--- config.mk ---
export PLATFORM = sky130hd
export DESIGN_NAME = bar_meter_peak_hold
export DESIGN_NICKNAME = d
export VERILOG_FILES = /design/src/design/bmph_pkg.sv /design/src/design/bmph_sub.sv /design/src/design/bmph_cfg.sv /design/src/design/bmph_seq.sv /design/src/design/bar_meter_peak_hold.sv
export VERILOG_INCLUDE_DIRS = /design/src /design/src/design
export SDC_FILE = /design/constraint.sdc
export NUM_CORES = 1
export LEC_CHECK = 0
export BUFFER_PORTS_ARGS = -buffer_cell sky130_fd_sc_hd__buf_2
export CAP_MARGIN = 30
export CORE_MARGIN = 5
export CORE_UTILIZATION = 30
export CTS_CLUSTER_SIZE = 16
export DETAILED_ROUTE_END_ITERATION = 10
export GPL_TIMING_DRIVEN = 0
export PLACE_DENSITY = 0.4
export SYNTH_ARGS = -nofsm -noshare
export SYNTH_HDL_FRONTEND = slang
export SYNTH_SLANG_ARGS = --single-unit
--- constraint.sdc ---
create_clock -name clk -period 7.9 [get_ports clk]
set_clock_uncertainty 0.2 [all_clocks]
set_input_delay 1.58 -clock clk [delete_from_list [all_inputs] [get_ports clk]]
set_output_delay 1.58 -clock clk [all_outputs]
set_load 0.05 [all_outputs]
--- src/design/assert_macros.svh ---
// Assertion macros shared by the bar meter modules.
`ifndef ASSERT_MACROS_SVH
`define ASSERT_MACROS_SVH

`ifndef SYNTHESIS
// Clocked check that is switched off while reset is high.
`define ASSERT_PROP(lbl, clk, rst, prop, msg) \
  lbl: assert property (@(posedge clk) disable iff (rst) prop) else $error(msg);
// Clocked check that also holds during reset.
`define ASSERT_ALWAYS(lbl, clk, prop, msg) \
  lbl: assert property (@(posedge clk) prop) else $error(msg);
`else
`define ASSERT_PROP(lbl, clk, rst, prop, msg)
`define ASSERT_ALWAYS(lbl, clk, prop, msg)
`endif

`endif

--- src/design/bmph_pkg.sv ---
// Types, register codes and channel tables for the bar meter.
package bmph_pkg;

  localparam int NUM_CHANNELS_DEF    = 6;
  localparam int RATIO_FRAC_BITS_DEF = 16;
  localparam int KINDS               = 6;
  localparam int LEVEL_W             = 17;
  localparam int STEP_W              = 17;
  localparam int CFG_INDEX_W         = 3;
  localparam int CFG_DATA_W          = 17;

  localparam logic OP_SAMPLE = 1'b0;
  localparam logic OP_TICK   = 1'b1;

  localparam logic [CFG_INDEX_W-1:0] REG_QRP_MODE        = 3'd0;
  localparam logic [CFG_INDEX_W-1:0] REG_POWER_FULL      = 3'd1;
  localparam logic [CFG_INDEX_W-1:0] REG_QRP_FULL        = 3'd2;
  localparam logic [CFG_INDEX_W-1:0] REG_DECAY_STEP      = 3'd3;
  localparam logic [CFG_INDEX_W-1:0] REG_PEAK_DECAY_STEP = 3'd4;
  localparam logic [CFG_INDEX_W-1:0] REG_PEAK_HOLD_TICKS = 3'd5;

  localparam logic [2:0] CH_POWER   = 3'd0;
  localparam logic [2:0] CH_ALC     = 3'd1;
  localparam logic [2:0] CH_COMP    = 3'd2;
  localparam logic [2:0] CH_SWR     = 3'd3;
  localparam logic [2:0] CH_CURRENT = 3'd4;
  localparam logic [2:0] CH_SMETER  = 3'd5;

  typedef struct packed {
    logic              qrp_mode;
    logic [7:0]        power_full_scale;
    logic [7:0]        qrp_full_scale;
    logic [STEP_W-1:0] decay_step;
    logic [STEP_W-1:0] peak_decay_step;
    logic [7:0]        peak_hold_ticks;
  } cfg_regs_t;

  typedef struct packed {
    logic        operation;
    logic [2:0]  channel;
    logic [15:0] value;
  } item_t;

  typedef struct packed {
    logic [2:0]         out_channel;
    logic [LEVEL_W-1:0] level;
    logic [LEVEL_W-1:0] peak_mark;
    logic               changed;
    logic               last;
  } result_t;

  // The shared subtractor must hold a level and a 17-bit step.
  function automatic int unit_width(input int rfb);
    return (rfb + 1 > STEP_W) ? rfb + 1 : STEP_W;
  endfunction

  // Offset of each channel in whole units.
  function automatic logic [7:0] chan_offset(input logic [2:0] kind);
    case (kind)
      CH_SWR:  return 8'd1;
      default: return 8'd0;
    endcase
  endfunction

  // Full scale of each channel in whole units; power follows the registers.
  function automatic logic [7:0] chan_scale(input logic [2:0] kind, input cfg_regs_t cfg);
    logic [7:0] fs;
    fs = cfg.qrp_mode ? cfg.qrp_full_scale : cfg.power_full_scale;
    case (kind)
      CH_POWER:   return (fs == 8'd0) ? 8'd1 : fs;
      CH_ALC:     return 8'd7;
      CH_COMP:    return 8'd25;
      CH_SWR:     return 8'd2;
      CH_CURRENT: return 8'd25;
      CH_SMETER:  return 8'd15;
      default:    return 8'd1;
    endcase
  endfunction

endpackage

--- src/design/bmph_sub.sv ---
// Shared subtract and compare unit used by every sequencer step.
module bmph_sub #(
  parameter int W = 17
) (
  input  logic [W-1:0] a,
  input  logic [W-1:0] b,
  output logic [W-1:0] diff,
  output logic         borrow
);

  assign {borrow, diff} = {1'b0, a} - {1'b0, b};

endmodule

--- src/design/bmph_cfg.sv ---
// Configuration register file of the bar meter.
module bmph_cfg (
  input  logic                               clk,
  input  logic                               rst,
  input  logic                               cfg_valid,
  output logic                               cfg_ready,
  input  logic [bmph_pkg::CFG_INDEX_W-1:0]   cfg_index,
  input  logic [bmph_pkg::CFG_DATA_W-1:0]    cfg_data,
  output bmph_pkg::cfg_regs_t                regs
);
  import bmph_pkg::*;

  assign cfg_ready = 1'b1;

  always_ff @(posedge clk) begin
    if (rst) begin
      regs.qrp_mode         <= 1'b0;
      regs.power_full_scale <= 8'd110;
      regs.qrp_full_scale   <= 8'd10;
      regs.decay_step       <= 17'd3277;
      regs.peak_decay_step  <= 17'd1311;
      regs.peak_hold_ticks  <= 8'd20;
    end else if (cfg_valid) begin
      unique case (cfg_index)
        REG_QRP_MODE:        regs.qrp_mode         <= cfg_data[0];
        REG_POWER_FULL:      regs.power_full_scale <= cfg_data[7:0];
        REG_QRP_FULL:        regs.qrp_full_scale   <= cfg_data[7:0];
        REG_DECAY_STEP:      regs.decay_step       <= cfg_data[STEP_W-1:0];
        REG_PEAK_DECAY_STEP: regs.peak_decay_step  <= cfg_data[STEP_W-1:0];
        REG_PEAK_HOLD_TICKS: regs.peak_hold_ticks  <= cfg_data[7:0];
        default: begin
        end
      endcase
    end
  end

endmodule

--- src/design/bmph_seq.sv ---
// Sequencer and per-channel level state of the bar meter.
`include "assert_macros.svh"
module bmph_seq #(
  parameter int NUM_CHANNELS    = bmph_pkg::NUM_CHANNELS_DEF,
  parameter int RATIO_FRAC_BITS = bmph_pkg::RATIO_FRAC_BITS_DEF,
  parameter int UW              = bmph_pkg::unit_width(RATIO_FRAC_BITS)
) (
  input  logic                clk,
  input  logic                rst,
  input  bmph_pkg::cfg_regs_t cfg,
  input  logic                item_valid,
  output logic                item_ready,
  input  bmph_pkg::item_t     item,
  input  logic                out_free,
  output logic                emit,
  output bmph_pkg::result_t   res,
  output logic [UW-1:0]       sub_a,
  output logic [UW-1:0]       sub_b,
  input  logic [UW-1:0]       sub_diff,
  input  logic                sub_borrow
);
  import bmph_pkg::*;

  localparam int RFB    = RATIO_FRAC_BITS;
  localparam int LW     = RFB + 1;
  localparam int ACTIVE = (NUM_CHANNELS < KINDS) ? NUM_CHANNELS : KINDS;
  localparam int CW     = (ACTIVE > 1) ? $clog2(ACTIVE) : 1;
  localparam int BCW    = $clog2(RFB);
  localparam logic [CW-1:0]  LAST_CH  = CW'(ACTIVE - 1);
  localparam logic [BCW-1:0] LAST_BIT = BCW'(RFB - 1);
  localparam logic [LW-1:0]  ONE      = {1'b1, {RFB{1'b0}}};

  typedef enum logic [3:0] {
    ST_IDLE, ST_OFF, ST_SAT, ST_DIV, ST_CMP_D, ST_CMP_P,
    ST_DEC_D1, ST_DEC_D2, ST_DEC_D3, ST_DEC_P1, ST_DEC_P2, ST_DEC_P3, ST_EMIT
  } state_t;

  state_t          state;
  logic            is_tick;
  logic [CW-1:0]   chan;
  logic [15:0]     raw;
  logic [15:0]     raw_off;
  logic [15:0]     divisor;
  logic [15:0]     rem;
  logic [RFB-1:0]  quot;
  logic [BCW-1:0]  bit_cnt;
  logic [LW-1:0]   ratio;
  logic [UW-1:0]   gap;
  logic [LW-1:0]   d0;
  logic [LW-1:0]   p0;
  logic [LW-1:0]   target  [ACTIVE];
  logic [LW-1:0]   display [ACTIVE];
  logic [LW-1:0]   peak    [ACTIVE];
  logic [7:0]      hold    [ACTIVE];

  logic            gt;
  logic [RFB-1:0]  quot_next;

  assign gt         = !sub_borrow && (sub_diff != '0);
  assign quot_next  = {quot[RFB-2:0], ~sub_borrow};
  assign item_ready = (state == ST_IDLE);
  assign emit       = (state == ST_EMIT) && out_free;

  always_comb begin
    res.out_channel = 3'(chan);
    res.level       = LEVEL_W'(display[chan]);
    res.peak_mark   = LEVEL_W'(peak[chan]);
    res.changed     = (display[chan] != d0) || (peak[chan] != p0);
    res.last        = is_tick ? (chan == LAST_CH) : 1'b1;
  end

  // Operand selection for the shared subtractor.
  always_comb begin
    sub_a = '0;
    sub_b = '0;
    unique case (state)
      ST_OFF: begin
        sub_a = UW'(raw);
        sub_b = UW'(raw_off);
      end
      ST_SAT: begin
        sub_a = UW'(rem);
        sub_b = UW'(divisor);
      end
      ST_DIV: begin
        sub_a = UW'({rem, 1'b0});
        sub_b = UW'(divisor);
      end
      ST_CMP_D: begin
        sub_a = UW'(display[chan]);
        sub_b = UW'(ratio);
      end
      ST_CMP_P: begin
        sub_a = UW'(peak[chan]);
        sub_b = UW'(ratio);
      end
      ST_DEC_D1: begin
        sub_a = UW'(display[chan]);
        sub_b = UW'(target[chan]);
      end
      ST_DEC_D2: begin
        sub_a = gap;
        sub_b = UW'(cfg.decay_step);
      end
      ST_DEC_D3: begin
        sub_a = UW'(display[chan]);
        sub_b = UW'(cfg.decay_step);
      end
      ST_DEC_P1: begin
        sub_a = UW'(peak[chan]);
        sub_b = UW'(display[chan]);
      end
      ST_DEC_P2: begin
        sub_a = gap;
        sub_b = UW'(cfg.peak_decay_step);
      end
      ST_DEC_P3: begin
        sub_a = UW'(peak[chan]);
        sub_b = UW'(cfg.peak_decay_step);
      end
      default: begin
      end
    endcase
  end

  always_ff @(posedge clk) begin
    if (rst) begin
      state   <= ST_IDLE;
      is_tick <= 1'b0;
      chan    <= '0;
      for (int k = 0; k < ACTIVE; k++) begin
        target[k]  <= '0;
        display[k] <= '0;
        peak[k]    <= '0;
        hold[k]    <= '0;
      end
    end else begin
      unique case (state)
        ST_IDLE: begin
          if (item_valid) begin
            if (item.operation == OP_TICK) begin
              is_tick <= 1'b1;
              chan    <= '0;
              state   <= ST_DEC_D1;
            end else if (item.channel < 3'(ACTIVE)) begin
              is_tick <= 1'b0;
              chan    <= item.channel[CW-1:0];
              raw     <= item.value;
              raw_off <= {chan_offset(item.channel), 8'h00};
              divisor <= {chan_scale(item.channel, cfg), 8'h00};
              state   <= ST_OFF;
            end
          end
        end
        ST_OFF: begin
          d0 <= display[chan];
          p0 <= peak[chan];
          if (gt) begin
            rem   <= 16'(sub_diff);
            state <= ST_SAT;
          end else begin
            ratio <= '0;
            state <= ST_CMP_D;
          end
        end
        ST_SAT: begin
          // A reading at or above full scale saturates without dividing.
          if (!sub_borrow) begin
            ratio <= ONE;
            state <= ST_CMP_D;
          end else begin
            bit_cnt <= '0;
            quot    <= '0;
            state   <= ST_DIV;
          end
        end
        ST_DIV: begin
          rem     <= sub_borrow ? {rem[14:0], 1'b0} : 16'(sub_diff);
          quot    <= quot_next;
          bit_cnt <= bit_cnt + 1'b1;
          if (bit_cnt == LAST_BIT) begin
            ratio <= LW'(quot_next);
            state <= ST_CMP_D;
          end
        end
        ST_CMP_D: begin
          target[chan] <= ratio;
          if (sub_borrow) begin
            display[chan] <= ratio;
          end
          state <= ST_CMP_P;
        end
        ST_CMP_P: begin
          if (sub_borrow) begin
            peak[chan] <= ratio;
            hold[chan] <= cfg.peak_hold_ticks;
          end
          state <= ST_EMIT;
        end
        ST_DEC_D1: begin
          d0 <= display[chan];
          p0 <= peak[chan];
          if (gt) begin
            gap   <= sub_diff;
            state <= ST_DEC_D2;
          end else begin
            state <= ST_DEC_P1;
          end
        end
        ST_DEC_D2: begin
          if (gt) begin
            state <= ST_DEC_D3;
          end else begin
            display[chan] <= target[chan];
            state         <= ST_DEC_P1;
          end
        end
        ST_DEC_D3: begin
          display[chan] <= LW'(sub_diff);
          state         <= ST_DEC_P1;
        end
        ST_DEC_P1: begin
          if (gt) begin
            if (hold[chan] != 8'd0) begin
              hold[chan] <= hold[chan] - 8'd1;
              state      <= ST_EMIT;
            end else begin
              gap   <= sub_diff;
              state <= ST_DEC_P2;
            end
          end else begin
            state <= ST_EMIT;
          end
        end
        ST_DEC_P2: begin
          if (gt) begin
            state <= ST_DEC_P3;
          end else begin
            peak[chan] <= display[chan];
            state      <= ST_EMIT;
          end
        end
        ST_DEC_P3: begin
          peak[chan] <= LW'(sub_diff);
          state      <= ST_EMIT;
        end
        ST_EMIT: begin
          if (out_free) begin
            if (res.last) begin
              state <= ST_IDLE;
            end else begin
              chan  <= chan + 1'b1;
              state <= ST_DEC_D1;
            end
          end
        end
        default: state <= ST_IDLE;
      endcase
    end
  end

  `ASSERT_PROP(a_emit_free, clk, rst, emit |-> out_free, "result emitted into a full register")
  `ASSERT_PROP(a_peak_ge_level, clk, rst, emit |-> peak[chan] >= display[chan], "peak below level")
  `ASSERT_PROP(a_last_idle, clk, rst, emit && res.last |=> state == ST_IDLE, "no idle after last")
  `ASSERT_PROP(a_tick_start, clk, rst, item_valid && item_ready && item.operation == OP_TICK |=> state == ST_DEC_D1 && chan == '0, "tick did not start at channel zero")

endmodule

--- src/design/bar_meter_peak_hold.sv ---
// Top level of the six-channel bar meter with peak hold and decay.
//
// A sample word scales one channel's Q8.8 reading to a fill ratio with
// RATIO_FRAC_BITS fraction bits, saturated to 0..1.0, raises the display
// and peak marker to it and reports that channel in one result word; a
// sample for a channel that does not exist is dropped without a result.
// A tick word decays every display toward its target, then holds or
// decays every peak toward its display, and reports all channels in
// ascending order with last set on the final word. Every step runs on one
// shared subtract and compare unit, so the block takes one word at a time.
// A sample compares the reading with its offset and, when above it, with
// full scale; below full scale it runs the restoring divider, one quotient
// bit per cycle, before it compares the ratio with the display and the
// peak and emits the result. A tick runs, for each channel, a display
// compare, a step compare and subtract, then the same for the peak, then
// the result. Results leave through an output register, so a stalled
// consumer only holds the sequencer when a new result is ready.
// Configuration writes are accepted in every cycle and must be made while
// the block is idle.
module bar_meter_peak_hold #(
  parameter int NUM_CHANNELS    = bmph_pkg::NUM_CHANNELS_DEF,
  parameter int RATIO_FRAC_BITS = bmph_pkg::RATIO_FRAC_BITS_DEF
) (
  input  logic                             clk,
  input  logic                             rst,
  input  logic                             cfg_valid,
  output logic                             cfg_ready,
  input  logic [bmph_pkg::CFG_INDEX_W-1:0] cfg_index,
  input  logic [bmph_pkg::CFG_DATA_W-1:0]  cfg_data,
  input  logic                             item_valid,
  output logic                             item_ready,
  input  bmph_pkg::item_t                  item,
  output logic                             result_valid,
  input  logic                             result_ready,
  output bmph_pkg::result_t                result
);
  import bmph_pkg::*;

  // Width of the shared unit: wide enough for a level and for a step.
  localparam int UW = unit_width(RATIO_FRAC_BITS);

  cfg_regs_t     regs;
  result_t       res;
  logic          emit;
  logic          out_free;
  logic [UW-1:0] sub_a;
  logic [UW-1:0] sub_b;
  logic [UW-1:0] sub_diff;
  logic          sub_borrow;

  bmph_cfg u_cfg (
    .clk       (clk),
    .rst       (rst),
    .cfg_valid (cfg_valid),
    .cfg_ready (cfg_ready),
    .cfg_index (cfg_index),
    .cfg_data  (cfg_data),
    .regs      (regs)
  );

  bmph_sub #(
    .W (UW)
  ) u_sub (
    .a      (sub_a),
    .b      (sub_b),
    .diff   (sub_diff),
    .borrow (sub_borrow)
  );

  bmph_seq #(
    .NUM_CHANNELS    (NUM_CHANNELS),
    .RATIO_FRAC_BITS (RATIO_FRAC_BITS),
    .UW              (UW)
  ) u_seq (
    .clk        (clk),
    .rst        (rst),
    .cfg        (regs),
    .item_valid (item_valid),
    .item_ready (item_ready),
    .item       (item),
    .out_free   (out_free),
    .emit       (emit),
    .res        (res),
    .sub_a      (sub_a),
    .sub_b      (sub_b),
    .sub_diff   (sub_diff),
    .sub_borrow (sub_borrow)
  );

  // The output register can take a new word when it is empty or is being
  // drained in this same cycle.
  assign out_free = !result_valid || result_ready;

  always_ff @(posedge clk) begin
    if (rst) begin
      result_valid <= 1'b0;
    end else if (emit) begin
      result_valid <= 1'b1;
    end else if (result_ready) begin
      result_valid <= 1'b0;
    end
  end

  // The payload needs no reset; it is only looked at while valid is high.
  always_ff @(posedge clk) begin
    if (emit) begin
      result <= res;
    end
  end

endmodule

* Word-level counts from Yosys, hierarchy flattened
Memories as Yosys holds them, arrays and structs flattened. A register that Yosys moved wholly into a read port is not among the register bits.
Index checks and enable logic that the tools add are counted.
** Storage, ports and cells
- Memories :: 4
- Memory bits (writable) :: 354
- Word-level logic and storage cells :: 229
- Flip-flop bits (word level) :: 242
- Output and inout bits :: 42
** Memory list
- u_seq.display :: depth 6, width 17, rd ports 1, clocked after Yosys merged registers in 1, write ports 6, line bmph_seq.sv:52 : logic [LW-1:0] display [ACTIVE];
- u_seq.peak :: depth 6, width 17, rd ports 1, clocked after Yosys merged registers in 1, write ports 6, line bmph_seq.sv:53 : logic [LW-1:0] peak [ACTIVE];
- u_seq.target :: depth 6, width 17, rd ports 1, clocked after Yosys merged registers in 1, write ports 6, line bmph_seq.sv:51 : logic [LW-1:0] target [ACTIVE];
- u_seq.hold :: depth 6, width 8, rd ports 1, clocked after Yosys merged registers in 1, write ports 6, line bmph_seq.sv:54 : logic [7:0] hold [ACTIVE];
** Cells by class
- Bitwise logic cells :: 8
- Multiplexer cells :: 101
- $lt $le $gt $ge :: 1
- Equality and inequality tests :: 38
- Reductions and logical operators :: 48
- $add $sub $neg :: 4
** Operators by type and width (count)
- 17-bit 2-to-1 mux :: 13
- 17-bit one-hot mux with 7 select lines :: 1
- 17-bit one-hot mux with 6 select lines :: 1
- 3-bit 2-to-1 mux :: 23
- 17-bit one-hot mux with 3 select lines :: 1
- 17-bit OR reduction :: 3
- 4-bit one-hot mux with 12 select lines :: 1
- 1-bit 2-to-1 mux :: 41
- 8-bit one-hot mux with 5 select lines :: 1
- 17-bit != test :: 2
- 17-bit one-hot mux with 2 select lines :: 1
- 16-bit 2-to-1 mux :: 2
- 8-bit 2-to-1 mux :: 4
- 16-bit one-hot mux with 2 select lines :: 1
- 15-bit one-hot mux with 2 select lines :: 1
- 4-bit 2-to-1 mux :: 7
- 4-bit equality test, second input constant :: 6
- 5-bit AND reduction :: 4
- 17-bit by 17-bit subtractor with 18-bit output :: 1
- 17-bit nonzero test :: 1
- 4-bit by 3-bit equality test with 1-bit output, second input constant :: 4
- 2-bit OR reduction :: 8
- 3-bit equality test, second input constant :: 5
- 15-bit 2-to-1 mux :: 1
- other kinds (29) :: 67

* Logic depth before layout (Yosys ltp)
- Depth after elaboration :: 14
- Depth in mapped cells :: 24
- Depth with buffers taken out :: 18

* Cells and area by module
Synthesis repeated with hierarchy kept, for this count alone.
** Unflattened totals
- Cell total of the unflattened synthesis :: 2346
- Area total of the unflattened synthesis :: 32258.4 um^2
** By module, submodules not included
- bmph_seq :: area an instance 27711.6 um^2, instances 1, cells each 1940, sequential area each 18237.5 um^2
- bmph_cfg :: area an instance 2421.1 um^2, instances 1, cells each 230, sequential area each 1181.1 um^2
- bar_meter_peak_hold :: area an instance 1217.4 um^2, instances 1, cells each 43, sequential area each 1191.1 um^2
- bmph_sub :: area an instance 908.4 um^2, instances 1, cells each 133, sequential area each 0.0 um^2

* Worst setup path after synthesis
OpenSTA, ideal clock, no wires.
- Path type :: reg-to-reg
- Start point :: register (tool-made name)
- End point :: register u_seq.rem[0], enable pin
- Slack :: 598 ps
- Arrival :: 6672 ps
- Setup time :: 430 ps
- Stages on the path, launching flop included :: 23
- Buffers on the path :: 6
- Path through :: dfxtp_1 > buf_4 > buf_4 > buf_4 > buf_2 > buf_2 > mux4_2 > mux2_2 > nand2_1 > o211ai_1 > ha_1 > fa_1 > nand2b_1 > a211o_1 > a31o_1 > nand3_1 > or3b_1 > inv_2 > nor4_4 > a21oi_2 > buf_2 > nor2_1 > nor4_1
** RTL lines
- end signal, assigned :: line bmph_seq.sv:159 : rem <= 16'(sub_diff);
- end signal, assigned :: line bmph_seq.sv:178 : rem <= sub_borrow ? {rem[14:0], 1'b0} : 16'(sub_diff);
- end, declared :: line bmph_seq.sv:44 : logic [15:0] rem;

==> run summary <==
outcome = complete, no violations
number of placement rows = 120
worst flop-to-flop path endpoint = u_seq.hold[7][1]$_DFFE_PP_
final routed wirelength across all metal layers = 122000 µm
worst hold path type = reg2reg
maximum number of pins on one net before global-route repair = 36
GRT met3 Usage = 0.0391
transition time at the pin with the least slew margin = 1100 ps
delay-heaviest family, CP = compound AO/OA/AOI/OAI gates
power consumption = 0.0146 W
Vert. Die Dim = 339 µm
global routing met2 resource utilization = 0.337
highest net fanout along the worst path = 10
Layout Cell Area excl Fill = 0.0390 mm²
clock tree from TritonCTS = done
Synthesized Nets = 2437
power per standard cell area = 374 mW/mm²
most frequently used flop master after synthesis = edfxtp_1
top achievable clock speed = 131 MHz
synthesized instance count = 2369
Worst setup endpoint = u_seq.hold[7][1]$_DFFE_PP_
overflow left after global routing = 0
Final Hold Vio Count = 0
number of clock buffers inserted by TritonCTS = 84
hpwl dp = 90800 µm
GPL Wtd Cong = 0.886
core area = 0.108 mm²
Post-Synthesis Mean Instance Area = 13.7 µm²
buffering stage count on the worst path with inverters included = 6
count of input and output buffers = 82
antenna violations before repair = 3
Reg2Reg Setup Slack = 250 ps
area added between synthesis and finish = 19.9%
total routing usage reported by global routing = 0.207
vias in the first global route = 22317
most used routing layer in global routing = met2
unique cell type count in the Yosys netlist = 92
number of buffers inserted by hold repair at cts = 0
endpoint required time on the critical path = 8050 ps
final count of negative-setup-slack endpoints = 0
post-synthesis adder-cell area fraction = 0.00907
Clk pin slew, worst setup/hold paths = 70 ps
wire length of the first global-routing pass = 171000 µm
fraction of final layout cells with drive strength greater than 1 = 0.234
number of DRC markers in iteration 0 = 2045
worst skew pair latency = 670 ps
floorplan die area = 0.115 mm²
maximum resistive drop on vdd = 0.259 mV
# fillers = 10551
Clock Tree Root = clkbuf_16
minimum clock period = 7650 ps
worst slack, placed = -1760 ps
number of synthesized flops with an enable pin = 639
maximum cell stage delay along the critical path = 930 ps
number of logic stages on the critical path including buffering = 19
Synth async-reset ratio = 0
number of maximum-capacitance violations = 0
I/O Pins = 87
vias = 21762
Arr. time, crit path = 7800 ps
sequential-to-total area share from yosys stat = 0.633
number of clock sinks seen by CTS = 710
max-slew violation count = 0
source of the critical timing path = u_seq.state[3]$_SDFFE_PP0P_
Cell Area, Synth = 0.0326 mm²
Critical Path End Type = flip-flop
width of the die = 339 µm
compound-cell area share of the yosys netlist = 0.0831
Slowest cell on crit path = o21ai_1
initial core utilization = 0.303
crit-path most repeated cell = clkbuf_1
yosys synthesis warning count = 0
main combinational cell family by area after synthesis = simple AND/OR/NAND/NOR gates
fin crit share = 0.968
Crit Reg-Reg Startpoint = u_seq.state[3]$_SDFFE_PP0P_
xor and xnor fraction of the mapped netlist area = 0.0137
utilization of the core after routing = 0.363
CTS H-tree lvls = 3
share of synthesized area spent on multiplexers = 0.108
cells along the critical path = clkbuf_1, clkbuf_1, nor2_1, o21ai_1, clkbuf_1, o221ai_1, ha_1, nand2_1, a211oi_2, o21ai_0, a221oi_4, nor4_1, nor4b_4, buf_4, a2111oi_4, buf_6, nor2_1, nor2_2, buf_6
smallest setup slack after layout = 254 ps
reg2reg path depth = 19
Startpoint Class = flip-flop
simple-gate share of the synthesized area = 0.118
Net count, final = 2697
post-detailed-route DRC marker count = 0
DRT Pass-1 Iters = 10
detailed-route wire length per cell = 29.7 µm
Placed Area = 0.0358 mm²
crit path kind = reg2reg
most common cell after layout, fill and taps aside = edfxtp_1
M1 GR Usage = 0.283
leakage power summed over all cells = 13.8 nW
post-detailed-route count of antenna-violating nets = 0
maximum clock path buffer count = 3
max-slew headroom at the worst pin = 0.261
highest-count cells in the layout ignoring fill and taps = edfxtp_1, nor2_1, nand2_1
flip-flop and latch count after synthesis = 710
RSZ-0062 raised after global routing = false
via-per-instance ratio = 5.31
total negative slack for setup checks = 0 ps
[how the worst min path moves through the flow]
stage                                            from                     endpoint  slack (ps)  cells past startpoint
after floorplan            u_seq.chan[2]$_SDFFE_PP0P_         result[38]$_DFFE_PP_         210                      0
after global placement    u_cfg.regs[19]$_SDFFE_PP0P_  u_cfg.regs[19]$_SDFFE_PP0P_         250                      2
after detailed placement  u_cfg.regs[26]$_SDFFE_PP0P_  u_cfg.regs[26]$_SDFFE_PP0P_         250                      2
after CTS                 u_cfg.regs[26]$_SDFFE_PP0P_  u_cfg.regs[26]$_SDFFE_PP0P_         260                      2
after global routing      u_cfg.regs[42]$_SDFFE_PP0P_  u_cfg.regs[42]$_SDFFE_PP0P_         280                      2
final                     u_cfg.regs[34]$_SDFFE_PP0P_  u_cfg.regs[34]$_SDFFE_PP0P_         260                      2
[layout make-up]
type	instances	area, µm²	area share
antenna	1	2.50	0.0000641
buffer	151	795	0.0204
clock buffer	111	2320	0.0596
clock inverter	43	370	0.00949
inverter	109	409	0.0105
multi-input combinational	1396	11200	0.287
sequential	710	20600	0.528
tap	1403	1760	0.0450
timing repair buffer	177	1570	0.0402
[Yosys cell counts, types with 29 or more instances]
| cell type | number | area [µm²] |
|---|---|---|
| clkbuf_1 | 99 | 372 |
| and3_1 | 49 | 307 |
| mux4_2 | 118 | 2660 |
| edfxtp_1 | 639 | 19200 |
| dfxtp_1 | 71 | 1420 |
| inv_1 | 108 | 405 |
| nor3_1 | 68 | 340 |
| a22o_1 | 30 | 263 |
| a21oi_1 | 70 | 350 |
| nand2b_1 | 31 | 194 |
| nor2_1 | 265 | 995 |
| xnor2_1 | 29 | 254 |
| mux2i_1 | 59 | 591 |
| nand2_1 | 197 | 739 |
[state kept, by name (all words and copies together) (netlist names), 8 cells and up, named ones only]
signal,cells
result,39
u_seq.divisor,8
u_seq.target,136
u_seq.d0,17
u_seq.display,136
u_seq.quot,15
u_seq.raw,16
u_cfg.regs,59
u_seq.p0,17
u_seq.peak,136
u_seq.gap,17
u_seq.ratio,17
u_seq.hold,64
u_seq.rem,16
[through the flow]
step / std cells / hold slack, ps
2_1_floorplan: 2369 / 206
3_3_place_gp: 3854 / 246
3_5_place_dp: 3932 / 251
4_1_cts: 4089 / 259
5_1_grt: 4100 / 277
6_report: 4101 / 257
[kinds of logic (layout without fill, tap and decap cells)]
kind of cell,Yosys count,count (layout)
AO/OA/AOI/OAI,339,339
XOR/XNOR,50,50
adder cells (fa/ha/maj),23,23
buffers and inverters,263,591
flip-flops,710,710
multiplexers,200,200
other,1,2
AND/OR/NAND/NOR,783,783
[report_power, final]
group / leakage (nW) / internal (W) / switching (W)
sequential: 6.84 / 0.00459 / 0.000198
clock: 1.33 / 0.00224 / 0.00159
combinational: 5.60 / 0.00188 / 0.00409
total: 13.8 / 0.00870 / 0.00588
[worst min-delay path, stage by stage, from the launching register on]
cell     delay [ps]
dfxtp_1         310
nand2_1          50
a21oi_1          50
[timing repair]
action,CTS,global route
setup buffers,5,12
gates cloned,0,0
endpoints found under the setup margin,761,390
pin swaps,2,7
gates resized for setup,48,33
[routing by layer]
layer | up-vias | part of all wire
met1 | 11239 | 0.44
met2 | 803 | 0.47
li1 | 9549 | -
met3 | 169 | 0.061
met4 | 2 | 0.030
met5 | - | 0.000058
No activity file was read; power rests on OpenSTA's default activity.
